==> src/hw/rtl/mfet_pkg.sv <==
`timescale 1ns / 1ps
`default_nettype none

package mfet_pkg;

    // Encoder resolution and the unwrap threshold of half a turn.
    localparam int COUNTS_PER_TURN = 8192;
    localparam int HALF_TURN       = COUNTS_PER_TURN / 2;

    // Motor kind codes.
    localparam logic [2:0] KIND_LAST_CHASSIS = 3'd2;
    localparam logic [2:0] KIND_GIMBAL_A     = 3'd3;
    localparam logic [2:0] KIND_GIMBAL_B     = 3'd4;
    localparam logic [2:0] KIND_GIMBAL_C     = 3'd5;

    // Register index of the motor kind register on the configuration port.
    localparam logic REG_MOTOR_KIND = 1'b0;

    // Depth of the queue between front and back.
    localparam int QUEUE_DEPTH = 2;
    localparam int QUEUE_AW    = $clog2(QUEUE_DEPTH);

    // Classified frame as it travels from the front to the back.
    typedef struct packed {
        logic               calib;
        logic               reuse;
        logic               gimbal;
        logic               chassis;
        logic               clear_turns;
        logic signed [16:0] cal;
        logic [15:0]        second;
        logic [15:0]        third;
        logic [7:0]         heat;
    } mfet_item_t;

    // Frame after the unwrap step.
    typedef struct packed {
        logic               calib;
        logic               gimbal;
        logic               chassis;
        logic [31:0]        total;
        logic [31:0]        prev_total;
        logic signed [16:0] cal;
        logic [15:0]        second;
        logic [15:0]        third;
        logic [7:0]         heat;
    } mfet_step_t;

    // One result item.
    typedef struct packed {
        logic               calibrating;
        logic [31:0]        total_count;
        logic [16:0]        angle_in_turn;
        logic [15:0]        speed_rpm;
        logic [18:0]        speed_dps;
        logic [15:0]        motor_current;
        logic [7:0]         temperature;
    } mfet_result_t;

endpackage

`default_nettype wire

==> src/hw/rtl/mfet_front.sv <==
`timescale 1ns / 1ps
`default_nettype none

module mfet_front
    import mfet_pkg::*;
(
    input  wire logic        aclk,
    input  wire logic        aresetn,
    input  wire logic [2:0]  motor_kind,
    input  wire logic        in_valid,
    input  wire logic [15:0] angle_word,
    input  wire logic [15:0] second_word,
    input  wire logic [15:0] third_word,
    input  wire logic [7:0]  heat_byte,
    input  wire logic        push_ready,
    output mfet_item_t       push_item
);

    logic [1:0]         frame_count_reg, frame_count_next;
    logic [15:0]        offset_reg, offset_next;
    logic               calib;
    logic               gimbal;
    logic               chassis;
    logic               keep_offset;
    logic [15:0]        offset_use;
    logic               take;

    assign take        = in_valid && push_ready;
    assign calib       = (frame_count_reg < 2'd2);
    assign gimbal      = (motor_kind == KIND_GIMBAL_A) || (motor_kind == KIND_GIMBAL_C);
    assign chassis     = (motor_kind <= KIND_LAST_CHASSIS) || (motor_kind == KIND_GIMBAL_B);
    assign keep_offset = (motor_kind == KIND_GIMBAL_A) || (motor_kind == KIND_GIMBAL_B);

    // A calibration frame takes its own angle as the offset unless the kind keeps it.
    assign offset_use = (calib && !keep_offset) ? angle_word : offset_reg;

    always_comb begin
        frame_count_next = frame_count_reg;
        offset_next      = offset_reg;
        if (take) begin
            offset_next = offset_use;
            if (frame_count_reg != 2'd3) begin
                frame_count_next = frame_count_reg + 2'd1;
            end
        end
    end

    always_comb begin
        push_item.calib       = calib;
        push_item.reuse       = !calib && !(gimbal || chassis);
        push_item.gimbal      = gimbal;
        push_item.chassis     = chassis;
        push_item.clear_turns = !calib && (motor_kind == KIND_GIMBAL_B);
        push_item.cal         = $signed({angle_word[15], angle_word})
                                - $signed({offset_use[15], offset_use});
        push_item.second      = second_word;
        push_item.third       = third_word;
        push_item.heat        = heat_byte;
    end

    always_ff @(posedge aclk) begin
        if (!aresetn) begin
            frame_count_reg <= 2'd0;
            offset_reg      <= 16'd0;
        end else begin
            frame_count_reg <= frame_count_next;
            offset_reg      <= offset_next;
        end
    end

endmodule

`default_nettype wire

==> src/hw/rtl/mfet_queue.sv <==
`timescale 1ns / 1ps
`default_nettype none

module mfet_queue
    import mfet_pkg::*;
(
    input  wire logic       aclk,
    input  wire logic       aresetn,
    input  wire logic       push_valid,
    output logic            push_ready,
    input  wire mfet_item_t push_item,
    output logic            pop_valid,
    input  wire logic       pop_ready,
    output mfet_item_t      pop_item
);

    mfet_item_t            entry_reg [QUEUE_DEPTH];
    logic [QUEUE_AW-1:0]   wr_ptr_reg, wr_ptr_next;
    logic [QUEUE_AW-1:0]   rd_ptr_reg, rd_ptr_next;
    logic [QUEUE_AW:0]     fill_reg, fill_next;
    logic                  do_push;
    logic                  do_pop;

    assign push_ready = (fill_reg != (QUEUE_AW+1)'(QUEUE_DEPTH));
    assign pop_valid  = (fill_reg != '0);
    assign pop_item   = entry_reg[rd_ptr_reg];
    assign do_push    = push_valid && push_ready;
    assign do_pop     = pop_valid && pop_ready;

    always_comb begin
        wr_ptr_next = wr_ptr_reg;
        rd_ptr_next = rd_ptr_reg;
        fill_next   = fill_reg;
        if (do_push) begin
            wr_ptr_next = (wr_ptr_reg == QUEUE_AW'(QUEUE_DEPTH - 1)) ? '0 : wr_ptr_reg + 1'b1;
        end
        if (do_pop) begin
            rd_ptr_next = (rd_ptr_reg == QUEUE_AW'(QUEUE_DEPTH - 1)) ? '0 : rd_ptr_reg + 1'b1;
        end
        if (do_push && !do_pop) begin
            fill_next = fill_reg + 1'b1;
        end else if (do_pop && !do_push) begin
            fill_next = fill_reg - 1'b1;
        end
    end

    always_ff @(posedge aclk) begin
        if (!aresetn) begin
            wr_ptr_reg <= '0;
            rd_ptr_reg <= '0;
            fill_reg   <= '0;
        end else begin
            wr_ptr_reg <= wr_ptr_next;
            rd_ptr_reg <= rd_ptr_next;
            fill_reg   <= fill_next;
        end
    end

    always_ff @(posedge aclk) begin
        if (do_push) begin
            entry_reg[wr_ptr_reg] <= push_item;
        end
    end

endmodule

`default_nettype wire

==> src/hw/rtl/mfet_back.sv <==
`timescale 1ns / 1ps
`default_nettype none

module mfet_back
    import mfet_pkg::*;
(
    input  wire logic       aclk,
    input  wire logic       aresetn,
    input  wire logic       pop_valid,
    output logic            pop_ready,
    input  wire mfet_item_t pop_item,
    output logic            out_valid,
    input  wire logic       out_ready,
    output mfet_result_t    out_result
);

    localparam logic signed [17:0] HALF_S = 18'(HALF_TURN);
    localparam logic [31:0]        CPT_W  = 32'(COUNTS_PER_TURN);

    // Unwrap state.
    logic signed [16:0] last_cal_reg, last_cal_next;
    logic [15:0]        turn_reg, turn_next;
    logic [31:0]        last_total_reg, last_total_next;

    // Held feedback values.
    logic [15:0]        speed_reg, speed_next;
    logic [15:0]        current_reg, current_next;
    logic [7:0]         heat_reg, heat_next;

    logic               step_valid_reg;
    mfet_step_t         step_reg, step_next;
    logic               out_valid_reg;
    mfet_result_t       out_reg, out_next;

    logic               step_ready;
    logic               take_item;
    logic               move_step;

    logic signed [16:0] cal_eff;
    logic [15:0]        turn_base;
    logic signed [17:0] diff;
    logic [15:0]        turn_step;
    logic [31:0]        total_w;

    logic signed [31:0] delta;
    logic signed [31:0] delta_adj;
    logic signed [31:0] delta_half;
    logic signed [18:0] speed_x;

    assign step_ready = !out_valid_reg || out_ready;
    assign pop_ready  = !step_valid_reg || step_ready;
    assign take_item  = pop_valid && pop_ready;
    assign move_step  = step_valid_reg && step_ready;
    assign out_valid  = out_valid_reg;
    assign out_result = out_reg;

    // Unwrap step on the frame at the head of the queue.
    always_comb begin
        cal_eff   = pop_item.reuse ? last_cal_reg : pop_item.cal;
        turn_base = pop_item.clear_turns ? 16'd0 : turn_reg;
        diff      = $signed({cal_eff[16], cal_eff}) - $signed({last_cal_reg[16], last_cal_reg});
        if (diff > HALF_S) begin
            turn_step = turn_base - 16'd1;
        end else if (diff < -HALF_S) begin
            turn_step = turn_base + 16'd1;
        end else begin
            turn_step = turn_base;
        end
        total_w = {{16{turn_step[15]}}, turn_step} * CPT_W
                  + {{15{cal_eff[16]}}, cal_eff};
    end

    always_comb begin
        last_cal_next   = last_cal_reg;
        turn_next       = turn_reg;
        last_total_next = last_total_reg;

        step_next.calib      = pop_item.calib;
        step_next.gimbal     = pop_item.gimbal;
        step_next.chassis    = pop_item.chassis;
        step_next.prev_total = last_total_reg;
        step_next.cal        = cal_eff;
        step_next.second     = pop_item.second;
        step_next.third      = pop_item.third;
        step_next.heat       = pop_item.heat;
        step_next.total      = pop_item.calib ? 32'd0 : total_w;

        if (take_item) begin
            last_cal_next = cal_eff;
            if (pop_item.calib) begin
                turn_next = 16'd0;
            end else begin
                turn_next       = turn_step;
                last_total_next = total_w;
            end
        end
    end

    // Held values and the result word.
    always_comb begin
        delta      = $signed(step_reg.total - step_reg.prev_total);
        // Halving rounds toward zero, so negative values take one extra count first.
        delta_adj  = delta + $signed({31'd0, delta[31]});
        delta_half = delta_adj >>> 1;

        speed_next   = speed_reg;
        current_next = current_reg;
        heat_next    = heat_reg;
        if (!step_reg.calib) begin
            if (step_reg.gimbal) begin
                speed_next   = delta_half[15:0];
                current_next = step_reg.second;
            end else if (step_reg.chassis) begin
                speed_next   = step_reg.second;
                current_next = step_reg.third;
                heat_next    = step_reg.heat;
            end
        end

        speed_x = $signed({{3{speed_next[15]}}, speed_next});

        out_next.calibrating   = step_reg.calib;
        out_next.total_count   = step_reg.total;
        out_next.angle_in_turn = step_reg.cal;
        out_next.speed_rpm     = speed_next;
        out_next.speed_dps     = (speed_x <<< 2) + (speed_x <<< 1);
        out_next.motor_current = current_next;
        out_next.temperature   = heat_next;
    end

    always_ff @(posedge aclk) begin
        if (!aresetn) begin
            last_cal_reg   <= '0;
            turn_reg       <= '0;
            last_total_reg <= '0;
            speed_reg      <= '0;
            current_reg    <= '0;
            heat_reg       <= '0;
            step_valid_reg <= 1'b0;
            out_valid_reg  <= 1'b0;
        end else begin
            last_cal_reg   <= last_cal_next;
            turn_reg       <= turn_next;
            last_total_reg <= last_total_next;
            if (move_step) begin
                speed_reg   <= speed_next;
                current_reg <= current_next;
                heat_reg    <= heat_next;
            end
            if (pop_ready) begin
                step_valid_reg <= pop_valid;
            end
            if (step_ready) begin
                out_valid_reg <= step_valid_reg;
            end
        end
    end

    always_ff @(posedge aclk) begin
        if (take_item) begin
            step_reg <= step_next;
        end
        if (move_step) begin
            out_reg <= out_next;
        end
    end

endmodule

`default_nettype wire

==> src/hw/rtl/motor_feedback_encoder_tracker_core.sv <==
// An accepted frame reaches m_tvalid through the queue, the step and the output register.
// Throughput: one frame per cycle unless m_tready stalls, set by the back-stage unwrap.
// A two-entry queue parts the input side from the back stage; the result sits in an
// output register, so a stalled consumer does not stop input until the queue fills.
// Reset (aresetn low, synchronous) clears the frame counter, offset, turn count, held
// values, motor kind and all valid flags.
`timescale 1ns / 1ps
`default_nettype none

module motor_feedback_encoder_tracker_core
    import mfet_pkg::*;
(
    input  wire logic         aclk,
    input  wire logic         aresetn,

    input  wire logic         psel,
    input  wire logic         penable,
    input  wire logic         pwrite,
    input  wire logic [2:0]   paddr,
    input  wire logic [31:0]  pwdata,
    output logic [31:0]       prdata,
    output logic              pready,

    input  wire logic         s_tvalid,
    output logic              s_tready,
    // angle_word[15:0], second_word[31:16], third_word[47:32], heat_byte[55:48]
    input  wire logic [55:0]  s_tdata,

    output logic              m_tvalid,
    input  wire logic         m_tready,
    // total_count[31:0], angle_in_turn[48:32], speed_rpm[64:49], speed_dps[83:65],
    // motor_current[99:84], temperature[107:100], zero[111:108]
    output logic [111:0]      m_tdata,
    // calibrating[0]
    output logic              m_tuser
);

    logic [2:0]   motor_kind_reg, motor_kind_next;
    logic         cfg_write;

    mfet_item_t   push_item;
    logic         push_ready;
    mfet_item_t   pop_item;
    logic         pop_valid;
    logic         pop_ready;
    mfet_result_t result;

    assign pready    = 1'b1;
    assign cfg_write = psel && penable && pwrite && pready;

    always_comb begin
        motor_kind_next = motor_kind_reg;
        if (cfg_write && (paddr[2] == REG_MOTOR_KIND)) begin
            motor_kind_next = pwdata[2:0];
        end
    end

    assign prdata = (paddr[2] == REG_MOTOR_KIND) ? {29'd0, motor_kind_reg} : 32'd0;

    always_ff @(posedge aclk) begin
        if (!aresetn) begin
            motor_kind_reg <= 3'd0;
        end else begin
            motor_kind_reg <= motor_kind_next;
        end
    end

    assign s_tready = push_ready;

    mfet_front u_front (
        .aclk        (aclk),
        .aresetn     (aresetn),
        .motor_kind  (motor_kind_reg),
        .in_valid    (s_tvalid),
        .angle_word  (s_tdata[15:0]),
        .second_word (s_tdata[31:16]),
        .third_word  (s_tdata[47:32]),
        .heat_byte   (s_tdata[55:48]),
        .push_ready  (push_ready),
        .push_item   (push_item)
    );

    mfet_queue u_queue (
        .aclk       (aclk),
        .aresetn    (aresetn),
        .push_valid (s_tvalid),
        .push_ready (push_ready),
        .push_item  (push_item),
        .pop_valid  (pop_valid),
        .pop_ready  (pop_ready),
        .pop_item   (pop_item)
    );

    mfet_back u_back (
        .aclk       (aclk),
        .aresetn    (aresetn),
        .pop_valid  (pop_valid),
        .pop_ready  (pop_ready),
        .pop_item   (pop_item),
        .out_valid  (m_tvalid),
        .out_ready  (m_tready),
        .out_result (result)
    );

    assign m_tuser = result.calibrating;
    assign m_tdata = {4'd0, result.temperature, result.motor_current, result.speed_dps,
                      result.speed_rpm, result.angle_in_turn, result.total_count};

endmodule

`default_nettype wire
==> config.mk <==
export PLATFORM = sky130hd
export DESIGN_NAME = motor_feedback_encoder_tracker_core
export DESIGN_NICKNAME = d
export VERILOG_FILES = /design/src/hw/rtl/mfet_pkg.sv /design/src/hw/rtl/mfet_front.sv /design/src/hw/rtl/mfet_queue.sv /design/src/hw/rtl/mfet_back.sv /design/src/hw/rtl/motor_feedback_encoder_tracker_core.sv
export SDC_FILE = /design/constraint.sdc
export NUM_CORES = 1
export LEC_CHECK = 0
export BUFFER_PORTS_ARGS = -buffer_cell sky130_fd_sc_hd__buf_2
export CORE_UTILIZATION = 30
export CTS_BUF_LIST = sky130_fd_sc_hd__clkbuf_4
export CTS_CLUSTER_DIAMETER = 150
export CTS_CLUSTER_SIZE = 8
export DETAILED_ROUTE_END_ITERATION = 16
export HOLD_SLACK_MARGIN = 0.08
export SLEW_MARGIN = 0
export SYNTH_ARGS = -nofsm -noshare
export SYNTH_HDL_FRONTEND = slang
export SYNTH_HIERARCHICAL = 1
export SYNTH_SLANG_ARGS = --single-unit
==> constraint.sdc <==
create_clock -name aclk -period 7.14 [get_ports aclk]
set_clock_uncertainty 0.05 [all_clocks]
set_input_delay 0.357 -clock aclk [delete_from_list [all_inputs] [get_ports aclk]]
set_output_delay 0.357 -clock aclk [all_outputs]
set_load 0.02 [all_outputs]
---- Yosys cells after proc, flatten, opt, wreduce, memory -nomap -nowiden ----
Memories as Yosys holds them, arrays and structs flattened. A register that Yosys moved wholly into a read port is not among the register bits.
Cells that the tools add are included.
cells by class
  add/subtract/negate cells ............... 13
  $lt $le $gt $ge ......................... 4
  eq/ne operators ......................... 5
  multiplexer cells ....................... 24
  bitwise operators ....................... 2
  reductions and logical operators ........ 28
operators by type and width
  operator                                                                count
  16-bit 2-to-1 mux                                                       11
  32-bit subtractor                                                       1
  29-bit by 17-bit adder with 30-bit output                               1
  8-bit 2-to-1 mux                                                        3
  18-bit by 17-bit adder with 19-bit output                               1
  18-bit by 14-bit > comparator with 1-bit output, second input constant  1
  18-bit by 13-bit < comparator with 1-bit output, second input constant  1
  17-bit by 17-bit subtractor with 18-bit output                          1
  17-bit by 2-bit adder with 17-bit output                                1
  17-bit 2-to-1 mux                                                       1
  16-bit by 16-bit subtractor with 17-bit output                          1
  16-bit by 1-bit adder with 16-bit output, second input constant         1
  16-bit by 1-bit subtractor with 16-bit output, second input constant    1
  1-bit logical AND                                                       11
  1-bit zero test                                                         7
  3-bit == test, second input constant                                    2
  1-bit logical OR                                                        6
  1-bit 2-to-1 mux                                                        6
  2-bit by 1-bit adder with 2-bit output, second input constant           2
  2-bit 2-to-1 mux                                                        2
  2-bit inequality test, second input constant                            2
  2-bit AND reduction                                                     2
  2-bit nonzero test                                                      2
  3-bit by 2-bit == test with 1-bit output, second input constant         1
  other kinds (6)                                                         8
word-level totals
  bits in registers ....................... 365
  bits in writable memories ............... 124
  bits of input ports ..................... 98
  output and inout port bits .............. 148
  word-level logic and storage cells ...... 107
  memories kept ........................... 1
memory list
  name               words  width  read ports  clocked after Yosys merged registers in  wr ports  line              text
  u_queue.entry_reg  2      62     1           1                                        1         mfet_queue.sv:17  mfet_item_t entry_reg [QUEUE_DEPTH];

---- Logic depth before layout (Yosys ltp) ----
Gate-level depths: netlist of the first run.
  depth after elaboration ................. 7
  depth in mapped cells ................... 32
  depth with buffers taken out ............ 28

---- Modules after synthesis ----
Netlist of the first run, hierarchy kept.
modules (own cells, without submodules)
  module                               times used  cells an instance  area each (um^2)  sequential area each (um^2)
  mfet_back                            1           1597               16503.3           8828.5
  mfet_queue                           1           217                4712.0            3823.7
  mfet_front                           1           256                2103.3            360.3
  motor_feedback_encoder_tracker_core  1           53                 416.6             60.1

---- Worst setup path before layout of the first run ----
No wires, ideal clock.
  path type ............................... register to register
  from .................................... register with a tool-made name
  to ...................................... register u_back.step_reg, in the netlist u_back/out_next[103] (data pin)
  setup time .............................. 0.266 ns
  data arrival time ....................... 6.594 ns
  data required time ...................... 6.824 ns
  slack ................................... 0.230 ns
  cell stages (with the launch flop) ...... 30
  path buffers ............................ 5
  clock period less this slack ............ 6.910 ns
  path through ............................ dfxtp_1 buf_2 buf_4 mux2_2 clkbuf_1 clkbuf_1 mux2i_1 inv_1 fa_1 a211oi_1 nor2_1 o21a_1 or4_1 a21oi_1 a41o_1 a31o_2 buf_4 o22ai_1 xnor2_1 ha_1 nor2b_1 o21ai_0 a21oi_1 o21ai_0 a21boi_0 o2111a_1 or3_1 a41o_1 xnor2_1 nor2_1
RTL lines
  element               line              text
  to (signal assigned)  mfet_back.sv:161  step_reg <= step_next;
  to (decl)             mfet_back.sv:31   mfet_step_t step_reg, step_next;

==> impl_metrics.csv, run 1 <==
group,metric,value,unit
outcome,status,"completed",
logic_synthesis,synth_edf_count,348,
logic_synthesis,async_flop_share,0,%
timing,period_share,93.8,%
logic_synthesis,synth_compound_area_share,13.2,%
global_route,track_usage,14.7,%
timing,hold_viol,0,
floorplanning,pin_count,246,
floorplanning,rows,102,
timing,max_freq,149,MHz
setup_path,worstSetupPathType,"flip-flop to flip-flop",
setup_path,startpoint_type,"flip-flop",
final_layout,drive_gt1_share,19.5,%
setup_path,worstSetupEndpointType,"flip-flop",
drt,wl_met3,2910,µm
drt,avgViaCountPerCell,4.85,
logic_synthesis,synth_area_leaders,"edfxtp_1, dfxtp_1, ha_1",
timing,slew_violations,0,
placement,dp_hpwl,41700,µm
logic_synthesis,ys.flop_type,"edfxtp_1",
timing,relSlewSlack,19.9,%
placement,dpl.cell_count,3249,
global_route,grt_max_degree,89,
logic_synthesis,synthSimpleGateAreaFrac,12.5,%
timing,worst_pin_slew,1200,ps
drt,wl,60300,µm
global_route,grt_remaining_overflow,0,
timing,fin_crit,6700,ps
floorplanning,die_h,283,µm
drt,detail_route.wl_per_cell,17.4,µm
logic_synthesis,yosys_warnings,6,
clocking,clock_latency,820,ps
logic_synthesis,synthAdderAreaFrac,5.48,%
clocking,cts_buffers,69,
final_layout,fill_cells,7732,
logic_synthesis,synth_cell_type_count,95,
drt,first_iter_violations,1036,
drt,m1WireLength,27300,µm
drt,drcViolationCount,0,
logic_synthesis,syn-instance-count,2123,
final_layout,final_cell_mix,"edfxtp_1, nand2_1, buf_2",
logic_synthesis,synth_top_family_by_area,"compound AO/OA/AOI/OAI gates",
final_layout,final_common_cell,"edfxtp_1",
clocking,clock_sinks,479,
clocking,clkTransAtPathRegs,100,ps
global_route,grt_pass1_vias,16600,
floorplanning,dieArea,80200,µm²
clocking,root_buffer,"clkbuf_4",
final_layout,nets,2559,
placement,gp_congestion,0.848,
logic_synthesis,ys_seq_area_share,55.1,%
global_route,antenna_found_initial,3,
global_route,grt_pass1_wl,93000,µm
final_layout,area_delta_synth_final,14.6,%
timing,setup_viol,0,
job,maxCapViolations,0,
logic_synthesis,synth_top_area_share,44.0,%
hold_path,hold_path_startpoint,"s_tdata[45]",
drt,routed-wl-met2,28900,µm
setup_path,critPathMaxFanout,14,
drt,drt-pass1-iter-count,6,
logic_synthesis,synthXorXnorAreaFrac,2.88,%
final_layout,fin_cells,3457,
placement,io_buffer_count,179,
logic_synthesis,synth.area.mux_share,4.83,%
drt,antenna_left,0,
clocking,htree_levels,3,
drt,top_layer,"met5",
logic_synthesis,ys_seq_elements,479,
setup_path,arrival,7200,ps
final_layout,largest_reg_flops,124,
setup_path,cp.required,7640,ps
drt,vias,16800,
floorplanning,initial_core_util,30.5,%
logic_synthesis,post-synth-top-area-cell,"edfxtp_1",
floorplanning,coreArea,77800,µm²
logic_synthesis,avgSynthCellArea,11.2,µm²
logic_synthesis,syn_area,23700,µm²
clocking,clockBufferDepth,3,
clocking,tritoncts,"yes",
hold_path,min_path_type,"input port to flip-flop",
floorplanning,die_w,283,µm
-- logic make-up after synthesis --
logic type               Yosys count
AO/OA/AOI/OAI                    448
adder cells (fa/ha/maj)          101
multiplexers                     106
buffers and inverters            285
XOR/XNOR                          78
AND/OR/NAND/NOR                  623
flip-flops                       479
other                              3
-- worst paths after layout --
path / to / slack (ps) / depth (start not counted)
setup / recovery: u_back/out_next[103] / 440 / 25
hold / removal: u_queue/entry_reg[0][21] / 210 / 2
hold reg to reg: u_back/step_reg[63] / 360 / 0
setup reg to reg: u_back/out_next[103] / 440 / 25
-- repair_timing --
item / in CTS / in global routing
setup endpoints to repair: 0 / 8
hold buffers: 75 / 0
hold endpoints to repair: 135 / 0
setup buffers: 0 / 5
resized for setup: 0 / 5
-- cell type report --
cell class	count	area, µm²	area share (%)
diodes	4	10.0	0.0368
clock buffers	118	886	3.26
clock inverters	6	83.8	0.308
inverters	118	453	1.67
multi-input cells	1391	9390	34.5
flip-flops and latches	479	13100	48.1
well taps	1040	1300	4.78
repair buffers	301	2000	7.35
-- Yosys cell counts (all sizes together), types with 14 or more instances --
cell	instances
inv	118
nand3	36
nor2b	43
xor2	32
nor2	146
a31oi	19
a21oi	110
and2	14
a21o	29
nand2	233
or3	17
o21ai	75
mux2i	38
o31ai	16
clkbuf	65
mux2	68
buf	102
nand2b	21
nor3	38
xnor2	46
o21a	15
a22oi	21
o211a	14
a211oi	38
dfxtp	131
edfxtp	348
ha	96
-- critical path, stage by stage, from the launching register on --
cell	delay, ps
dfxtp_2	440
mux2_2	420
buf_4	240
mux2i_2	310
inv_1	110
ha_1	400
nand2_1	130
or3b_1	360
nor3_2	140
a21o_1	270
xor2_2	140
and3_1	200
a31oi_1	600
a31oi_1	190
o211a_1	260
o21bai_1	170
ha_1	290
inv_1	90
a21oi_1	60
o21ai_0	200
a21boi_0	170
o2111a_1	270
or3_1	390
a41o_1	310
xnor2_1	150
nor2_1	50
-- routing by layer --
metal  global-route usage [%]  vias to the layer above
met3                     2.67                       85
met5                        0                        -
met4                     4.42                        2
met1                     19.2                     8094
met2                     24.7                      458
li1                         -                     8114
-- per-stage QoR --
| step | TNS [ps] | instance area (µm²) | utilization, % | hold slack (ps) | setup WS, ps |
|---|---|---|---|---|---|
| global route | -10.9 | 27200 | 34.9 | 131 | -10.9 |
| floorplan | 0 | 23900 | - | 350 | 230 |
| finish | 0 | 27200 | 34.9 | 210 | 441 |
| global placement | 0 | 25400 | 32.6 | 357 | 422 |
| detailed placement | 0 | 25400 | 32.6 | 356 | 382 |
| CTS | 0 | 27100 | 34.8 | 81.4 | 330 |
Power of run 1 is not shown: default switching activity piles up to over one toggle a cycle in this logic, so the estimate is an artifact.
==> run 2: changes to the inputs <==
Settings changed: BUFFER_PORTS_ARGS -buffer_cell sky130_fd_sc_hd__buf_2 to not set, DONT_BUFFER_PORTS set to 1.
==> impl_metrics.csv, run 2 (same netlist as run 1, synthesis figures left out) <==
group,metric,value,unit
timing,relSlewSlack,27.5,%
timing,max_freq,151,MHz
clocking,clockBufferDepth,3,
global_route,antenna_found_initial,5,
clocking,tritoncts,"yes",
clocking,htree_levels,3,
timing,hold_viol,0,
timing,rsz0062_at_grt,"false",
setup_path,cpMostUsedCell,"buf_4",
timing,fin_crit,6620,ps
placement,gp_congestion,0.852,
floorplanning,die_h,283,µm
floorplanning,die_w,283,µm
timing,period_share,92.7,%
global_route,grt_pass1_wl,92100,µm
floorplanning,dieArea,80200,µm²
floorplanning,coreArea,77800,µm²
drt,vias,16200,
final_layout,area_delta_synth_final,11.5,%
final_layout,drive_gt1_share,12.8,%
hold_path,hold_path_startpoint,"s_tdata[19]",
setup_path,arrival,7120,ps
setup_path,critPathMaxFanout,14,
placement,dp_hpwl,40800,µm
setup_path,worstSetupEndpointType,"flip-flop",
setup_path,worst-r2r-setup-slack,520,ps
clocking,root_buffer,"clkbuf_4",
setup_path,cp_slowest_stage_delay,420,ps
clocking,clock_sinks,479,
timing,finalSetupTns,0,ps
setup_path,startpoint_type,"flip-flop",
final_layout,final_cell_mix,"edfxtp_1, nand2_1, nor2_1",
timing,setup_viol,0,
clocking,clkTransAtPathRegs,100,ps
drt,antenna_left,0,
final_layout,nets,2389,
drt,drcViolationCount,0,
floorplanning,initial_core_util,30.5,%
hold_path,min_path_type,"input port to flip-flop",
setup_path,worstSetupPathType,"flip-flop to flip-flop",
floorplanning,pin_count,246,
timing,slew_violations,0,
final_layout,final_common_cell,"edfxtp_1",
final_layout,largest_reg_flops,124,
clocking,clock_latency,840,ps
outcome,status,"completed",
setup_path,slowest_stage,"or3_1",
job,maxCapViolations,0,
drt,detail_route.wl_per_cell,18.1,µm
global_route,track_usage,14.6,%
global_route,grt_pass1_vias,16000,
clocking,cts_buffers,69,
setup_path,cp.required,7640,ps
drt,wl,59500,µm
drt,avgViaCountPerCell,4.93,
global_route,grt_remaining_overflow,0,
timing,worst_pin_slew,1080,ps
drt,first_iter_violations,949,
global_route,grt_max_degree,106,
placement,io_buffer_count,0,
floorplanning,rows,102,
drt,drt-pass1-iter-count,5,
[run 2: cell types whose count changed in the layout (fill, tap and decap cells not counted), sizes merged]
cell	delta
buf	-186
clkbuf	+3
clkinvlp	+2
diode	+1
dlygate4sd3	+16
inv	-3
[run 2: worst paths after layout]
path | to | depth (start not counted)
worst max-delay path | u_back/out_next[103] | 27
worst min-delay path | u_queue/entry_reg[0][27] | 1
worst max register to register | u_back/out_next[103] | 27
worst min register to register | u_back/out_result[70] | 0
[run 2: metrics by stage]
stage | setup WS (ps) | area, µm² | utilization [%] | std cells | hold WS [ps]
3_5_place_dp | 403 | 24500 | 31.4 | 3065 | 356
5_1_grt | 42.5 | 26500 | 34.0 | 3290 | 68.4
2_1_floorplan | 230 | 23900 | - | 2155 | 350
4_1_cts | 388 | 26400 | 33.9 | 3282 | 82.1
6_report | 524 | 26500 | 34.0 | 3290 | 165
3_3_place_gp | 488 | 24500 | 31.4 | 3065 | 356
[run 2: critical path, delay by kind of cell, from the launching register on]
kind,cells,cell delay (ps)
adders and majority gates,2,620
xor gates and xnor gates,1,150
muxes,2,640
DFF,1,400
and+or+nand+nor,6,1360
AOI/OAI and AO/OA,12,2440
buffers and inverters,4,670
[run 2: area by class of cell]
type,instances,area (µm²)
multi-input cells,1391,9410
inverters,118,453
fillers,7785,51400
clock buffers,121,908
diodes,5,12.5
clock inverters,5,82.6
repair buffers,131,1230
well taps,1040,1300
flip-flops and latches,479,13100
[run 2: layer usage]
layer	global-route usage [%]	vias up	routed length (µm)
met4	4.69	2	1450
met3	2.88	106	3000
li1	-	7801	-
met5	0	-	8
met1	18.9	7815	26600
met2	24.3	492	28400
[run 2: repair_timing]
item | 4_1_cts | 5_1_grt
endpoints found under the hold margin | 194 | 2
setup endpoints to repair | 0 | 9
hold buffers | 91 | 1
gates resized for setup | 0 | 10
buffers inserted | 0 | 2
Power of run 2 is left out for the same reason.
==> run 3: changes to the inputs <==
--- a/constraint.sdc
+++ b/constraint.sdc
@@ -4,2 +4,2 @@
 set_output_delay 0.357 -clock aclk [all_outputs]
-set_load 0.02 [all_outputs]
+set_load 0.05 [all_outputs]
==> impl_metrics.csv, run 3 (same netlist as run 1, synthesis figures left out) <==
group,metric,value,unit
global_route,grt_pass1_wl,90300,µm
setup_path,cp_slowest_stage_delay,420,ps
drt,m1WireLength,26300,µm
timing,rsz0062_at_grt,"false",
final_layout,largest_reg_flops,124,
drt,wl_met3,2960,µm
timing,holdWs,168,ps
drt,antenna_left,0,
clocking,clkTransAtPathRegs,100,ps
timing,finalSetupTns,0,ps
global_route,grt_max_degree,96,
clocking,htree_levels,3,
drt,top_layer,"met4",
floorplanning,initial_core_util,30.5,%
clocking,tritoncts,"yes",
setup_path,arrival,7140,ps
drt,routed-wl-met2,27900,µm
drt,detail_route.wl_per_cell,18.0,µm
timing,hold_viol,0,
global_route,grt_remaining_overflow,0,
final_layout,nets,2386,
placement,dpl_cell_area,24500,µm²
timing,worst_pin_slew,1110,ps
setup_path,worstSetupPathType,"flip-flop to flip-flop",
placement,dp_hpwl,40700,µm
drt,wl,58900,µm
drt,avgViaCountPerCell,4.91,
hold_path,hold_depth,1,
global_route,track_usage,14.3,%
setup_path,worstSetupEndpointType,"flip-flop",
outcome,status,"completed",
floorplanning,dieArea,80200,µm²
clocking,root_buffer,"clkbuf_4",
timing,setup_viol,0,
setup_path,critPathMaxFanout,14,
floorplanning,pin_count,246,
clocking,clock_sinks,479,
final_layout,final_cell_mix,"edfxtp_1, nand2_1, nor2_1",
final_layout,drive_gt1_share,12.8,%
placement,io_buffer_count,0,
final_layout,fin_util,33.9,%
final_layout,area_delta_synth_final,11.1,%
floorplanning,die_w,283,µm
drt,drcViolationCount,0,
final_layout,final_area,26400,µm²
drt,drt-pass1-iter-count,5,
hold_path,min_path_type,"input port to flip-flop",
clocking,clock_latency,830,ps
setup_path,startpoint_type,"flip-flop",
drt,vias,16100,
global_route,antenna_found_initial,5,
global_route,grt_pass1_vias,15700,
job,maxCapViolations,0,
final_layout,final_common_cell,"edfxtp_1",
timing,period_share,93.3,%
timing,max_freq,150,MHz
timing,fin_crit,6660,ps
timing,relSlewSlack,25.7,%
clocking,clockBufferDepth,3,
setup_path,cp.required,7610,ps
setup_path,reg2reg_depth,26,
floorplanning,die_h,283,µm
timing,slew_violations,0,
floorplanning,coreArea,77800,µm²
placement,gp_congestion,0.856,
floorplanning,rows,102,
setup_path,slowest_stage,"dfxtp_2",
drt,first_iter_violations,871,
clocking,cts_buffers,69,
run 3: cell count changes in the layout (fill, tap and decap cells not counted), moves of 2 or more:
cell / change
a211oi_2: +2
buf_4: +6
clkbuf_4: -5
clkinvlp_4: -3
dlygate4sd3_1: -9
run 3: per-stage QoR:
step	std cells	setup slack, ps
after floorplan	2155	230
after global placement	3071	473
after detailed placement	3071	385
after CTS	3274	309
after global routing	3281	8.17
final	3281	477
run 3: layout make-up:
class	instances	area [µm²]
Timing Repair Buffer	128	1190
Sequential cell	479	13100
Inverter	118	453
Tap cell	1040	1300
Clock inverter	4	93.8
Antenna cell	5	12.5
Multi-Input combinational cell	1391	9390
Fill cell	7804	51500
Clock buffer	116	871
run 3: final timing paths:
path,slack [ps],endpoint,startpoint
setup reg to reg,480,u_back/out_next[103],flip-flop
hold / removal,170,u_queue/entry_reg[1][30],s_tdata[22]
setup / recovery,480,u_back/out_next[103],flip-flop
hold reg to reg,370,u_back/out_result[59],u_back/out_next[59]
run 3: per-layer routing:
layer,track usage [%],up-vias
met5,0,-
met4,5.57,0
met3,2.60,107
met2,23.5,470
met1,18.5,7748
li1,-,7783
run 3: repair_timing:
action	in CTS	in global routing
buffers inserted	0	2
resized for setup	0	6
hold endpoints to repair	194	0
setup endpoints to repair	0	5
hold buffers	83	0
run 3: worst max-delay path: cells and delay by family (launching register included):
kind	cells	cell delay [ps]
simple gates	7	1470
buf+inv	3	500
xor+xnor	3	380
mux	2	720
fa+ha+maj	2	720
compound gates	9	2110
flops	1	420
Power of run 3 is left out for the same reason.
